$ cat src/rtl/core/olte_pkg.sv
// ----------------------------------------------------------------------------
// Ordered list table engine package
// Beat types, action codes and status codes shared by the list engine files.
// ----------------------------------------------------------------------------
package olte_pkg;

  // Action codes carried in the input beat.
  typedef enum logic [3:0] {
    ActPushFront    = 4'd0,
    ActPushBack     = 4'd1,
    ActPopFront     = 4'd2,
    ActInsertUnique = 4'd3,
    ActRemoveValue  = 4'd4,
    ActExists       = 4'd5,
    ActReadIndex    = 4'd6,
    ActFront        = 4'd7,
    ActBack         = 4'd8,
    ActClear        = 4'd9
  } action_e;

  // Status codes carried in the output beat.
  typedef enum logic [1:0] {
    StOk    = 2'd0,
    StEmpty = 2'd1,
    StRange = 2'd2,
    StFull  = 2'd3
  } status_e;

  typedef struct packed {
    logic [3:0]  action;
    logic [31:0] value;
    logic [5:0]  position;
  } in_item_t;

  typedef struct packed {
    status_e     status;
    logic        found;
    logic [31:0] read_value;
    logic [6:0]  occupancy;
  } out_item_t;

endpackage

$ cat src/rtl/core/olte_ram.sv
// ----------------------------------------------------------------------------
// Generic RAM
// One write port and one read port with registered read data.
// ----------------------------------------------------------------------------
module olte_ram #(
  parameter int Width = 32,
  parameter int Depth = 64
) (
  input  logic                     clk_i,
  input  logic                     we_i,
  input  logic [$clog2(Depth)-1:0] waddr_i,
  input  logic [Width-1:0]         wdata_i,
  input  logic                     re_i,
  input  logic [$clog2(Depth)-1:0] raddr_i,
  output logic [Width-1:0]         rdata_o
);

  logic [Width-1:0] mem_q [Depth];
  logic [Width-1:0] rdata_q;

  always_ff @(posedge clk_i) begin
    if (we_i) begin
      mem_q[waddr_i] <= wdata_i;
    end
    if (re_i) begin
      rdata_q <= mem_q[raddr_i];
    end
  end

  assign rdata_o = rdata_q;

endmodule

$ cat src/rtl/core/olte_seq.sv
// ----------------------------------------------------------------------------
// List engine sequencer
// Decodes one action at a time and walks the store through one shared slot
// adder and one shared equality compare.
// ----------------------------------------------------------------------------
module olte_seq #(
  parameter int DEPTH  = 64,
  parameter int DATA_W = 32,
  parameter int CNT_W  = $clog2(DEPTH + 1),
  parameter int ADDR_W = $clog2(DEPTH)
) (
  input  logic                 clk_i,
  input  logic                 rst_ni,
  input  logic                 in_valid_i,
  output logic                 in_ready_o,
  input  olte_pkg::in_item_t   in_item_i,
  output logic                 res_valid_o,
  input  logic                 res_ready_i,
  output olte_pkg::out_item_t  res_o,
  output logic [CNT_W-1:0]     count_o,
  output logic                 ram_we_o,
  output logic [ADDR_W-1:0]    ram_waddr_o,
  output logic [DATA_W-1:0]    ram_wdata_o,
  output logic                 ram_re_o,
  output logic [ADDR_W-1:0]    ram_raddr_o,
  input  logic [DATA_W-1:0]    ram_rdata_i
);

  localparam int PosW = (CNT_W > 6) ? CNT_W : 6;
  localparam logic [CNT_W:0]   DepthSum = (CNT_W + 1)'(DEPTH);
  localparam logic [CNT_W-1:0] DepthCnt = CNT_W'(DEPTH);
  localparam logic [CNT_W-1:0] DepthM1  = CNT_W'(DEPTH - 1);

  typedef enum logic [5:0] {
    SIdle = 6'b000001,
    SExec = 6'b000010,
    SSrch = 6'b000100,
    SShft = 6'b001000,
    SRdwt = 6'b010000,
    SResp = 6'b100000
  } state_e;

  state_e                state_q, state_d;
  logic [3:0]            act_q, act_d;
  logic [DATA_W-1:0]     val_q, val_d;
  logic [5:0]            pos_q, pos_d;
  logic [CNT_W-1:0]      count_q, count_d;
  logic [ADDR_W-1:0]     start_q, start_d;
  logic [CNT_W-1:0]      idx_q, idx_d;
  logic                  chk_q, chk_d;
  logic [ADDR_W-1:0]     chk_slot_q, chk_slot_d;
  logic [ADDR_W-1:0]     hole_q, hole_d;
  logic                  pend_q, pend_d;
  logic [ADDR_W-1:0]     pend_slot_q, pend_slot_d;
  olte_pkg::status_e     status_q, status_d;
  logic                  found_q, found_d;
  logic [31:0]           rd_q, rd_d;

  logic [CNT_W-1:0]      offset;
  logic [CNT_W:0]        sum;
  logic [ADDR_W-1:0]     slot;
  logic                  full, empty, pos_oob, match;

  assign full    = (count_q == DepthCnt);
  assign empty   = (count_q == '0);
  assign pos_oob = (PosW'(pos_q) >= PosW'(count_q));
  assign match   = chk_q && (ram_rdata_i == val_q);

  // Shared slot adder: slot = (start + offset) mod DEPTH.
  always_comb begin
    offset = '0;
    case (state_q)
      SExec: begin
        case (act_q)
          olte_pkg::ActPushFront: offset = DepthM1;
          olte_pkg::ActPushBack:  offset = count_q;
          olte_pkg::ActReadIndex: offset = CNT_W'(pos_q);
          olte_pkg::ActBack:      offset = count_q - CNT_W'(1);
          default:                offset = '0;
        endcase
      end
      SSrch, SShft: offset = idx_q;
      SRdwt:        offset = CNT_W'(1);
      default:      offset = '0;
    endcase
    sum = (CNT_W + 1)'(start_q) + (CNT_W + 1)'(offset);
    if (sum >= DepthSum) begin
      sum = sum - DepthSum;
    end
    slot = sum[ADDR_W-1:0];
  end

  always_comb begin
    state_d     = state_q;
    act_d       = act_q;
    val_d       = val_q;
    pos_d       = pos_q;
    count_d     = count_q;
    start_d     = start_q;
    idx_d       = idx_q;
    chk_d       = chk_q;
    chk_slot_d  = chk_slot_q;
    hole_d      = hole_q;
    pend_d      = pend_q;
    pend_slot_d = pend_slot_q;
    status_d    = status_q;
    found_d     = found_q;
    rd_d        = rd_q;
    ram_we_o    = 1'b0;
    ram_waddr_o = slot;
    ram_wdata_o = val_q;
    ram_re_o    = 1'b0;
    ram_raddr_o = slot;

    case (state_q)
      SIdle: begin
        if (in_valid_i) begin
          act_d    = in_item_i.action;
          val_d    = DATA_W'(in_item_i.value);
          pos_d    = in_item_i.position;
          status_d = olte_pkg::StOk;
          found_d  = 1'b0;
          rd_d     = '0;
          state_d  = SExec;
        end
      end

      SExec: begin
        state_d = SResp;
        case (act_q)
          olte_pkg::ActPushFront: begin
            if (full) begin
              status_d = olte_pkg::StFull;
            end else begin
              ram_we_o = 1'b1;
              start_d  = slot;
              count_d  = count_q + CNT_W'(1);
              found_d  = 1'b1;
            end
          end
          olte_pkg::ActPushBack: begin
            if (full) begin
              status_d = olte_pkg::StFull;
            end else begin
              ram_we_o = 1'b1;
              count_d  = count_q + CNT_W'(1);
              found_d  = 1'b1;
            end
          end
          olte_pkg::ActPopFront, olte_pkg::ActFront, olte_pkg::ActBack,
          olte_pkg::ActReadIndex: begin
            if (empty) begin
              status_d = olte_pkg::StEmpty;
            end else if ((act_q == olte_pkg::ActReadIndex) && pos_oob) begin
              status_d = olte_pkg::StRange;
            end else begin
              ram_re_o = 1'b1;
              state_d  = SRdwt;
            end
          end
          olte_pkg::ActInsertUnique: begin
            idx_d   = '0;
            chk_d   = 1'b0;
            state_d = SSrch;
          end
          olte_pkg::ActRemoveValue, olte_pkg::ActExists: begin
            if (empty) begin
              status_d = olte_pkg::StEmpty;
            end else begin
              idx_d   = '0;
              chk_d   = 1'b0;
              state_d = SSrch;
            end
          end
          olte_pkg::ActClear: begin
            count_d = '0;
            start_d = '0;
            found_d = 1'b1;
          end
          default: ;
        endcase
      end

      // One read is issued per cycle; its data is compared in the next cycle.
      SSrch: begin
        if (match) begin
          case (act_q)
            olte_pkg::ActExists: begin
              found_d = 1'b1;
              state_d = SResp;
            end
            olte_pkg::ActRemoveValue: begin
              hole_d  = chk_slot_q;
              pend_d  = 1'b0;
              state_d = SShft;
            end
            default: state_d = SResp;
          endcase
        end else if (idx_q >= count_q) begin
          state_d = SResp;
          if (act_q == olte_pkg::ActInsertUnique) begin
            if (full) begin
              status_d = olte_pkg::StFull;
            end else begin
              ram_we_o = 1'b1;
              count_d  = count_q + CNT_W'(1);
              found_d  = 1'b1;
            end
          end
        end else begin
          ram_re_o   = 1'b1;
          chk_slot_d = slot;
          chk_d      = 1'b1;
          idx_d      = idx_q + CNT_W'(1);
        end
      end

      // Close the gap: each later entry moves one slot toward the front.
      SShft: begin
        if (pend_q) begin
          ram_we_o    = 1'b1;
          ram_waddr_o = hole_q;
          ram_wdata_o = ram_rdata_i;
          hole_d      = pend_slot_q;
        end
        if (idx_q < count_q) begin
          ram_re_o    = 1'b1;
          pend_slot_d = slot;
          pend_d      = 1'b1;
          idx_d       = idx_q + CNT_W'(1);
        end else begin
          pend_d = 1'b0;
          if (!pend_q) begin
            count_d = count_q - CNT_W'(1);
            found_d = 1'b1;
            state_d = SResp;
          end
        end
      end

      SRdwt: begin
        rd_d    = 32'(ram_rdata_i);
        found_d = 1'b1;
        if (act_q == olte_pkg::ActPopFront) begin
          start_d = slot;
          count_d = count_q - CNT_W'(1);
        end
        state_d = SResp;
      end

      SResp: begin
        if (res_ready_i) begin
          state_d = SIdle;
        end
      end

      default: state_d = SIdle;
    endcase
  end

  always_ff @(posedge clk_i or negedge rst_ni) begin
    if (!rst_ni) begin
      state_q <= SIdle;
      count_q <= '0;
      start_q <= '0;
      chk_q   <= 1'b0;
      pend_q  <= 1'b0;
    end else begin
      state_q <= state_d;
      count_q <= count_d;
      start_q <= start_d;
      chk_q   <= chk_d;
      pend_q  <= pend_d;
    end
  end

  always_ff @(posedge clk_i) begin
    act_q       <= act_d;
    val_q       <= val_d;
    pos_q       <= pos_d;
    idx_q       <= idx_d;
    chk_slot_q  <= chk_slot_d;
    hole_q      <= hole_d;
    pend_slot_q <= pend_slot_d;
    status_q    <= status_d;
    found_q     <= found_d;
    rd_q        <= rd_d;
  end

  assign in_ready_o       = (state_q == SIdle);
  assign res_valid_o      = (state_q == SResp);
  assign res_o.status     = status_q;
  assign res_o.found      = found_q;
  assign res_o.read_value = rd_q;
  assign res_o.occupancy  = 7'(count_q);
  assign count_o          = count_q;

endmodule

$ cat src/rtl/core/ordered_list_table_engine.sv
// Steps: push, clear and errors found at decode pass SExec and SResp; pop front,
// front, back and read index pass SExec, SRdwt and SResp; insert unique and
// exists walk the list in SSrch, one RAM read a cycle; a removal then shifts in SShft.
// Throughput: one action at a time; the input is ready again in the cycle
// after the result has been handed to the output register.
// Reset: the list is empty after reset; the store itself is not cleared.
// ----------------------------------------------------------------------------
// Ordered list table engine
// Bounded ordered list kept in a circular RAM, with front and back inserts,
// front pop, set insert, value removal, membership test and indexed reads.
// ----------------------------------------------------------------------------
module ordered_list_table_engine #(
  parameter int DEPTH  = 64,
  parameter int DATA_W = 32
) (
  input  logic                clk_i,
  input  logic                rst_ni,
  input  logic                in_valid_i,
  output logic                in_ready_o,
  input  olte_pkg::in_item_t  in_item_i,
  output logic                out_valid_o,
  input  logic                out_ready_i,
  output olte_pkg::out_item_t out_item_o
);

  localparam int CntW  = $clog2(DEPTH + 1);
  localparam int AddrW = $clog2(DEPTH);

  // Sequencer result handoff. The sequencer holds its result until the
  // output register can take it, so the output side may stall freely.
  logic                res_valid;
  logic                res_ready;
  olte_pkg::out_item_t res;
  logic [CntW-1:0]     count;

  // Store port signals.
  logic                ram_we;
  logic [AddrW-1:0]    ram_waddr;
  logic [DATA_W-1:0]   ram_wdata;
  logic                ram_re;
  logic [AddrW-1:0]    ram_raddr;
  logic [DATA_W-1:0]   ram_rdata;

  // Output register.
  logic                out_valid_q, out_valid_d;
  olte_pkg::out_item_t out_item_q;

  olte_seq #(
    .DEPTH  (DEPTH),
    .DATA_W (DATA_W),
    .CNT_W  (CntW),
    .ADDR_W (AddrW)
  ) u_seq (
    .clk_i       (clk_i),
    .rst_ni      (rst_ni),
    .in_valid_i  (in_valid_i),
    .in_ready_o  (in_ready_o),
    .in_item_i   (in_item_i),
    .res_valid_o (res_valid),
    .res_ready_i (res_ready),
    .res_o       (res),
    .count_o     (count),
    .ram_we_o    (ram_we),
    .ram_waddr_o (ram_waddr),
    .ram_wdata_o (ram_wdata),
    .ram_re_o    (ram_re),
    .ram_raddr_o (ram_raddr),
    .ram_rdata_i (ram_rdata)
  );

  // Entries are stored in circular order starting at the front slot. Only
  // live entries are ever read, so the store needs no clearing.
  olte_ram #(
    .Width (DATA_W),
    .Depth (DEPTH)
  ) u_ram (
    .clk_i   (clk_i),
    .we_i    (ram_we),
    .waddr_i (ram_waddr),
    .wdata_i (ram_wdata),
    .re_i    (ram_re),
    .raddr_i (ram_raddr),
    .rdata_o (ram_rdata)
  );

  // The output register takes a new result when it is empty or when its
  // current beat leaves in the same cycle.
  assign res_ready = !out_valid_q || out_ready_i;

  always_comb begin
    out_valid_d = out_valid_q;
    if (res_valid && res_ready) begin
      out_valid_d = 1'b1;
    end else if (out_ready_i) begin
      out_valid_d = 1'b0;
    end
  end

  always_ff @(posedge clk_i or negedge rst_ni) begin
    if (!rst_ni) begin
      out_valid_q <= 1'b0;
    end else begin
      out_valid_q <= out_valid_d;
    end
  end

  always_ff @(posedge clk_i) begin
    if (res_valid && res_ready) begin
      out_item_q <= res;
    end
  end

  assign out_valid_o = out_valid_q;
  assign out_item_o  = out_item_q;

`ifndef SYNTHESIS
  // The element count never exceeds the store depth.
  a_count_bound: assert property (@(posedge clk_i) disable iff (!rst_ni)
    count <= CntW'(DEPTH))
    else $error("list count exceeds depth");

  // An accepted input beat keeps the engine busy in the next cycle.
  a_busy_after_accept: assert property (@(posedge clk_i) disable iff (!rst_ni)
    (in_valid_i && in_ready_o) |=> !in_ready_o)
    else $error("engine ready right after accepting a beat");

  // A result handed off by the sequencer shows up on the output next cycle.
  a_handoff: assert property (@(posedge clk_i) disable iff (!rst_ni)
    (res_valid && res_ready) |=> (out_valid_o && (out_item_o == $past(res))))
    else $error("result handoff lost");

  // Any error status comes with no found flag and a zero data value.
  a_error_clean: assert property (@(posedge clk_i) disable iff (!rst_ni)
    (out_valid_o && (out_item_o.status != olte_pkg::StOk)) |->
      (!out_item_o.found && (out_item_o.read_value == '0)))
    else $error("error result carries data");
`endif

endmodule

$ cat config.mk
export PLATFORM = sky130hd
export DESIGN_NAME = ordered_list_table_engine
export DESIGN_NICKNAME = d
export VERILOG_FILES = /design/src/rtl/core/olte_pkg.sv /design/src/rtl/core/olte_ram.sv /design/src/rtl/core/olte_seq.sv /design/src/rtl/core/ordered_list_table_engine.sv
export SDC_FILE = /design/constraint.sdc
export NUM_CORES = 2
export LEC_CHECK = 0
export BUFFER_PORTS_ARGS = -buffer_cell sky130_fd_sc_hd__buf_4
export CAP_MARGIN = 20
export CORE_MARGIN = 5
export CORE_UTILIZATION = 55
export CTS_CLUSTER_SIZE = 8
export DETAILED_ROUTE_END_ITERATION = 16
export PLACE_DENSITY = 0.71
export SLEW_MARGIN = 20
export SYNTH_ARGS = -nofsm -noshare
export SYNTH_HDL_FRONTEND = slang
export SYNTH_SLANG_ARGS = --single-unit
$ cat constraint.sdc
create_clock -name clk_i -period 7.7 [get_ports clk_i]
set_input_delay 0.77 -clock clk_i [delete_from_list [all_inputs] [get_ports clk_i]]
set_output_delay 0.77 -clock clk_i [all_outputs]
set_load 0.02 [all_outputs]
# ---- Word level (Yosys, flattened, before mapping)
# Memories as Yosys holds them, arrays and structs flattened. A register that Yosys moved wholly into a read port is not among the register bits.
# Cells that the tools add are included.
dict set report word_totals {
  regBits 166
  input_bits 46
  romBits 0
  ram_bits 2048
  wordCells 196
  mem_count 1
  latchBits 0
}
dict set report op_classes {
  n_shift 0
  n_eq_ne 41
  bitwise_logic 2
  order_cmp 4
  div_mod_pow 0
  n_addsub 5
  reduce_logical 33
  multipliers 0
  mux 90
}
# memory depth width read_ports rd_clocked_by_memory_dff write_ports line
set mem_list {}
lappend mem_list {u_ram.mem_q 64 32 1 1 1 olte_ram.sv:18} ;# logic [Width-1:0] mem_q [Depth];
# op n
set op_table {}
lappend op_table {{$mux 6} 18}
lappend op_table {{$mux 32} 3}
lappend op_table {{$mux 7} 11}
lappend op_table {{$pmux 32 s2} 1}
lappend op_table {{$pmux 7 s4} 2}
lappend op_table {{$pmux 7 s3} 2}
lappend op_table {{$pmux 6 s2} 3}
lappend op_table {{$pmux 6 s6} 1}
lappend op_table {{$eq 32x32->1} 1}
lappend op_table {{$mux 1} 29}
lappend op_table {{$pmux 7 s2} 2}
lappend op_table {{$reduce_and 8->1} 3}
lappend op_table {{$pmux 6 s3} 1}
lappend op_table {{$eq 4x3->1 const B} 4}
lappend op_table {{$mux 2} 8}
lappend op_table {{$ne 3x3->1 const B} 5}
lappend op_table {{$add 7x1->7 const B} 2}
lappend op_table {{$ne 2x1->1 const B} 7}
lappend op_table {{$ne 2x2->1 const B} 6}
lappend op_table {{$pmux 2 s3} 2}
lappend op_table {{$reduce_and 5->1} 2}
lappend op_table {{$reduce_bool 2->1} 5}
lappend op_table {{$ne 3x1->1 const B} 3}
lappend op_table {{$add 6x7->8} 1}
lappend op_table {{other kinds (37)} 53}

# ---- Depth between registers and ports, before layout
dict set report depth {
  word_depth 9
  mapped_depth 17
}

# ---- Hierarchy
# From an unflattened synthesis, not the netlist that was laid out.
dict set report unflattened {
  hier_cells 4216
  hier_area_um2 87436.4
}
# module n_inst cells_per_inst area_per_inst_um2
set modules_own_cells {}
lappend modules_own_cells {olte_ram 1 3511 79359.9}
lappend modules_own_cells {olte_seq 1 659 6761.5}
lappend modules_own_cells {ordered_list_table_engine 1 46 1315.0}

# ---- Worst setup path after synthesis
# OpenSTA, ideal clock, no wires.
dict set report synth_timing {
  path_kind {reg2reg}
  start {register u_seq.state_q[1]}
  end {memory u_ram.mem_q[12][0], enable pin}
  path_buffers 4
  period_less_slack_ns 5.815
  slack_ns 1.885
  setup_time_ns 0.421
  arrival_ns 5.394
  path_stages_with_launch 15
  required_time_ns 7.279
  cell_sequence {dfrtp_1 -> or3_1 -> nor4b_2 -> a221o_1 -> ha_1 -> inv_1 -> fa_1 -> clkbuf_1 -> clkbuf_1 -> buf_1 -> clkbuf_1 -> inv_1 -> o31ai_1 -> nand3_1 -> nor2_1}
}
dict set report synth_via {
  elab_chain_cells 8
  word_cells_on_any_way 15
  cone_classes {add/sub (2); order compare (1); eq/ne (4); mux (7); reduce/logical (1)}
}
# item line
set synth_lines {}
lappend synth_lines {{from (decl)} olte_seq.sv:43} ;# state_e state_q, state_d;
lappend synth_lines {{from (signal assigned)} olte_seq.sv:263} ;# state_q <= SIdle;
lappend synth_lines {{from (signal assigned)} olte_seq.sv:269} ;# state_q <= state_d;
lappend synth_lines {{$eq 6x3->1 or $eq 6x4->1 (tied branches)} olte_seq.sv:72} ;# case (state_q)
lappend synth_lines {{$reduce_or 2->1} olte_seq.sv:72}
lappend synth_lines {{$pmux 7 s3 (*)} olte_seq.sv:72}
lappend synth_lines {{$add 6x7->8 (*)} olte_seq.sv:86} ;# sum = (CNT_W + 1)'(start_q) + (CNT_W + 1)'(offset);
lappend synth_lines {{$ge 8x7->1 or $sub 6x1->6 (tied branches)} {olte_seq.sv:87, olte_seq.sv:88}}
lappend synth_lines {{$mux 6 (*)} olte_seq.sv:87} ;# if (sum >= DepthSum) begin
lappend synth_lines {{via ram_raddr[1]} ordered_list_table_engine.sv:41} ;# logic [AddrW-1:0] ram_raddr;
lappend synth_lines {{$mux 6} olte_seq.sv:220} ;# if (pend_q) begin
lappend synth_lines {{$mux 6 (*)} olte_seq.sv:115} ;# case (state_q)
lappend synth_lines {{to (decl)} olte_ram.sv:18}
# Mark *: on every way through the listed nets, which the timed path passes. The rest lies on a longest branch.

# ---- Final worst setup path
dict set report layout_timing {
  start {register u_seq.state_q[3]}
  end {memory u_ram.mem_q[53][13], enable pin}
}
# The elaborated chain is that of the path after synthesis.

==> flow_metrics.env <==
export IMPL_final_cell_area_sq_um=100000
export IMPL_timing_setup_critical_path_class="flop to flop"
export IMPL_synth_sequential_area_ratio=0.775
export IMPL_maxSlewViolCount=0
export IMPL_flow_area_growth_from_synthesis_pct=15.4
export IMPL_worst_slew_pin_slew_ns=1.02
export IMPL_crit_arrival_ns=7.03
export IMPL_fin_total_pwr_mw=29.2
export IMPL_clock_tree_buffer_depth=4
export IMPL_die_area_sq_um=166000
export IMPL_synth_ff_latch_count=2246
export IMPL_critical_path_max_stage_delay_ns=1.29
export IMPL_yosys_most_used_dff="edfxtp_1"
export IMPL_placement_cell_area_sq_um=91400
export IMPL_worst_hold_path_type="primary input to flop"
export IMPL_design_final_nets=4298
export IMPL_critical_path_startpoint_type="flop"
export IMPL_critical_path_fanout_max=38
export IMPL_setup_total_negative_slack_ns=0
export IMPL_timing_clock_skew_ns=0.0689
export IMPL_post_route_drc_count=0
export IMPL_postLayoutCoreUtil=0.640
export IMPL_route_final_wire_length_mm=218
export IMPL_io_buffers=89
export IMPL_crit_family="simple AND/OR/NAND/NOR gates"
export IMPL_drive_gt1_frac=0.318
export IMPL_stdcell_count=6321
export IMPL_via_count_of_the_first_global_routing_pass=43724
export IMPL_fillerInstances=9853
export IMPL_chipWidth_um=407
export IMPL_async_flop_share=0.00980
export IMPL_worst_path_buf_inv=3
export IMPL_clk_root_buffer_cell="clkbuf_16"
export IMPL_worstSkewPairLatency_ns=0.91
export IMPL_initialDrtViolationCount=5945
export IMPL_ff2ff_setup_slack_ns=1.23
export IMPL_hold_wc_startpoint="in_item_i[33]"
export IMPL_fmax_mhz=154
export IMPL_num_vias=42657
export IMPL_pre_cts_slack_ns=1.43
export IMPL_critical_path_startpoint="u_seq.state_q[3]"
export IMPL_run_status="finished, final reports clean"
export IMPL_worstPathRequired_ns=8.26
export IMPL_number_of_warnings_reported_in_the_yosys_synthesis_log=0
export IMPL_placement_rows=145
export IMPL_total_clock_buffers_created_by_cts=330
export IMPL_setup_violations_final=0
export IMPL_post_cts_setup_buffers=0
export IMPL_antenna_left=0
export IMPL_io_pin_count=90
export IMPL_start_util=0.555
export IMPL_cts_repair_resize_count=0
export IMPL_synth_largest_type_area_fraction=0.769
export IMPL_cts_max_level=5
export IMPL_synth_area_per_cell_sq_um=22.7
export IMPL_crit_slowest_cell="fa_4"
export IMPL_path_clk_slew_ns=0.05
export IMPL_grt_antenna_before_repair=10
export IMPL_dpl_hpwl_mm=119
export IMPL_grt_overflow_total=0
export IMPL_final_min_period_over_clock_period=0.841
export IMPL_average_detailed_routed_wire_length_per_instance_um=34.5
export IMPL_yosys_cell_count_top_type="edfxtp_1"
export IMPL_synth_top_cell_by_area="edfxtp_1"
export IMPL_grt_setup_unrepaired="no"
export IMPL_multi_input_comb_area_sq_um=19300
export IMPL_die_y_um=407
export IMPL_dp_cells=5922
export IMPL_first_pass_iters=6
export IMPL_path_common_cell="inv_1"
export IMPL_grt_max_degree=107
export IMPL_worst_r2r_cell_count=12
export IMPL_grt_use_total=0.265
export IMPL_powerDensity_nw_per_um2=291
export IMPL_edff_count_synth=2224
export IMPL_vdd_drop_max_v=0.000219
export IMPL_yosys_cell_types_count=73
export IMPL_cell_by_cell_listing_of_the_critical_path="nor4_1 -> nand3b_1 -> nor2_1 -> a221o_1 -> ha_4 -> inv_1 -> fa_4 -> inv_1 -> o31ai_1 -> nand2_1 -> nor2_4 -> buf_4"
export IMPL_route_detailed_vias_per_inst=6.75
export IMPL_endpoint_of_the_most_critical_register_to_register_path="u_ram.mem_q[53][13]"
export IMPL_end_kind="flop"
export IMPL_clock_sink_count=2246
export IMPL_core_sq_um=157000
export IMPL_gate_count_of_the_mapped_netlist=3820
export IMPL_grt_first_pass_wirelength_mm=316
export IMPL_ff_latch_area_sq_um=67300
export IMPL_tritoncts="built"
export IMPL_globalplace_congestion=0.877
export IMPL_worst_hold_path_endpoint="u_seq.val_q[27]"
export IMPL_final_period_minus_worst_setup_slack_ns=6.47
export IMPL_setup_ws_ns=1.23
export IMPL_post_synth_main_area_contributors="edfxtp_1 (77%), mux4_2 (17%), nand2_1 (0.77%)"
export IMPL_slew_limit_headroom=0.300
export IMPL_worstReg2RegStart="u_seq.state_q[3]"
export IMPL_yosys_top_cells_count="edfxtp_1 (2224), mux4_2 (640), nand2_1 (178)"
export IMPL_worst_hold_path_num_cells=1
export IMPL_final_hold_viol_count=0
export IMPL_syn_nets=3888
export IMPL_whs_ns=0.0588
export IMPL_maxCapViolCount=0
export IMPL_leakage_nw=31.7
export IMPL_mappedNetlistArea_sq_um=86900
power breakdown:
group	internal, mW	switching [mW]
Clock	7.61	4.69
Sequential	14.2	0.168
Combinational	0.805	1.74
metal layers:
layer | vias to the layer above | wire [um] | track usage
li1 | 16840 | - | -
met1 | 22536 | 82700 | 0.378
met2 | 2849 | 102000 | 0.402
met3 | 430 | 25000 | 0.0700
met4 | 2 | 8230 | 0.0966
met5 | - | 11 | 0
worst max-delay path by stage:
stage / endpoint / depth (start not counted) / slack, ns
floorplan: u_ram.mem_q[12][0] / 14 / 1.89
global placement: u_ram.mem_q[45][27] / 12 / 1.42
detailed placement: u_ram.mem_q[45][27] / 12 / 1.43
CTS: u_ram.mem_q[45][5] / 12 / 1.36
global route: u_ram.mem_q[45][14] / 12 / 0.98
finish: u_ram.mem_q[53][13] / 12 / 1.23
what timing repair did:
item / 4_1_cts / 5_1_grt
hold buffers: 34 / 0
endpoints found under the setup margin: 0 / 0
hold endpoints to repair: 55 / 0
flip-flops by register name, indices dropped and copies added (netlist names), 2 cells and up:
register           flops
u_ram.mem_q         2048
out_item_o            42
u_ram.rdata_o         32
u_seq.rd_q            32
u_seq.val_q           32
u_seq.count_o          7
u_seq.idx_q            7
u_seq.chk_slot_q       6
u_seq.hole_q           6
u_seq.pend_slot_q      6
u_seq.pos_q            6
u_seq.start_q          6
u_seq.state_q          6
u_seq.act_q            4
u_seq.status_q         2
cell families after synthesis:
family	count (synthesis)	synth area share
flip-flops	2246	0.775
AND/OR/NAND/NOR	442	0.0246
AO/OA/AOI/OAI	196	0.0154
adder cells (fa/ha/maj)	22	0.00326
XOR/XNOR	40	0.00403
multiplexers	652	0.167
buffers and inverters	222	0.0100
cell type report:
class                           count  area share
Tap cell                         2058      0.0257
Multi-Input combinational cell   1352       0.193
Clock inverter                      5    0.000587
Timing Repair Buffer              275      0.0236
Clock buffer                      358      0.0845
Sequential cell                  2246       0.672
Inverter                           25     0.00101
Antenna cell                        2   0.0000499
worst reg2reg max path: stages, from the launching register on:
cell      delay (ns)
dfrtp_1         0.47
nor4_1          0.53
nand3b_1        0.44
nor2_1          0.40
a221o_1         0.27
ha_4            0.15
inv_1           0.05
fa_4            1.29
inv_1           0.18
o31ai_1         0.35
nand2_1         0.66
nor2_4          0.87
buf_4           0.45
placed cells by master, fill, tap and decap left out, types with 4 or more instances in the layout:
cell type	count
o22ai_1	6
nor2_4	64
nor2b_1	5
o31ai_1	9
nand3_1	16
o21ai_1	5
nor3b_1	4
buf_4	224
o21ai_4	4
a21oi_1	23
dfrtp_1	21
mux4_2	640
o21a_1	4
inv_1	23
nand2b_1	13
nor4_1	9
mux2_2	9
o211ai_1	5
or3_1	6
xor2_1	25
xnor2_1	12
nand2_2	28
ha_1	20
edfxtp_1	2224
o21ai_0	24
nor2_1	30
buf_12	16
a211oi_1	36
clkbuf_16	335
and2_1	69
clkbuf_1	23
a31oi_1	39
nor3_1	15
nand2_1	150
nand3b_1	8
o21bai_1	5
dlygate4sd3_1	34
a22o_1	7
(Power assumes the default switching activity.)
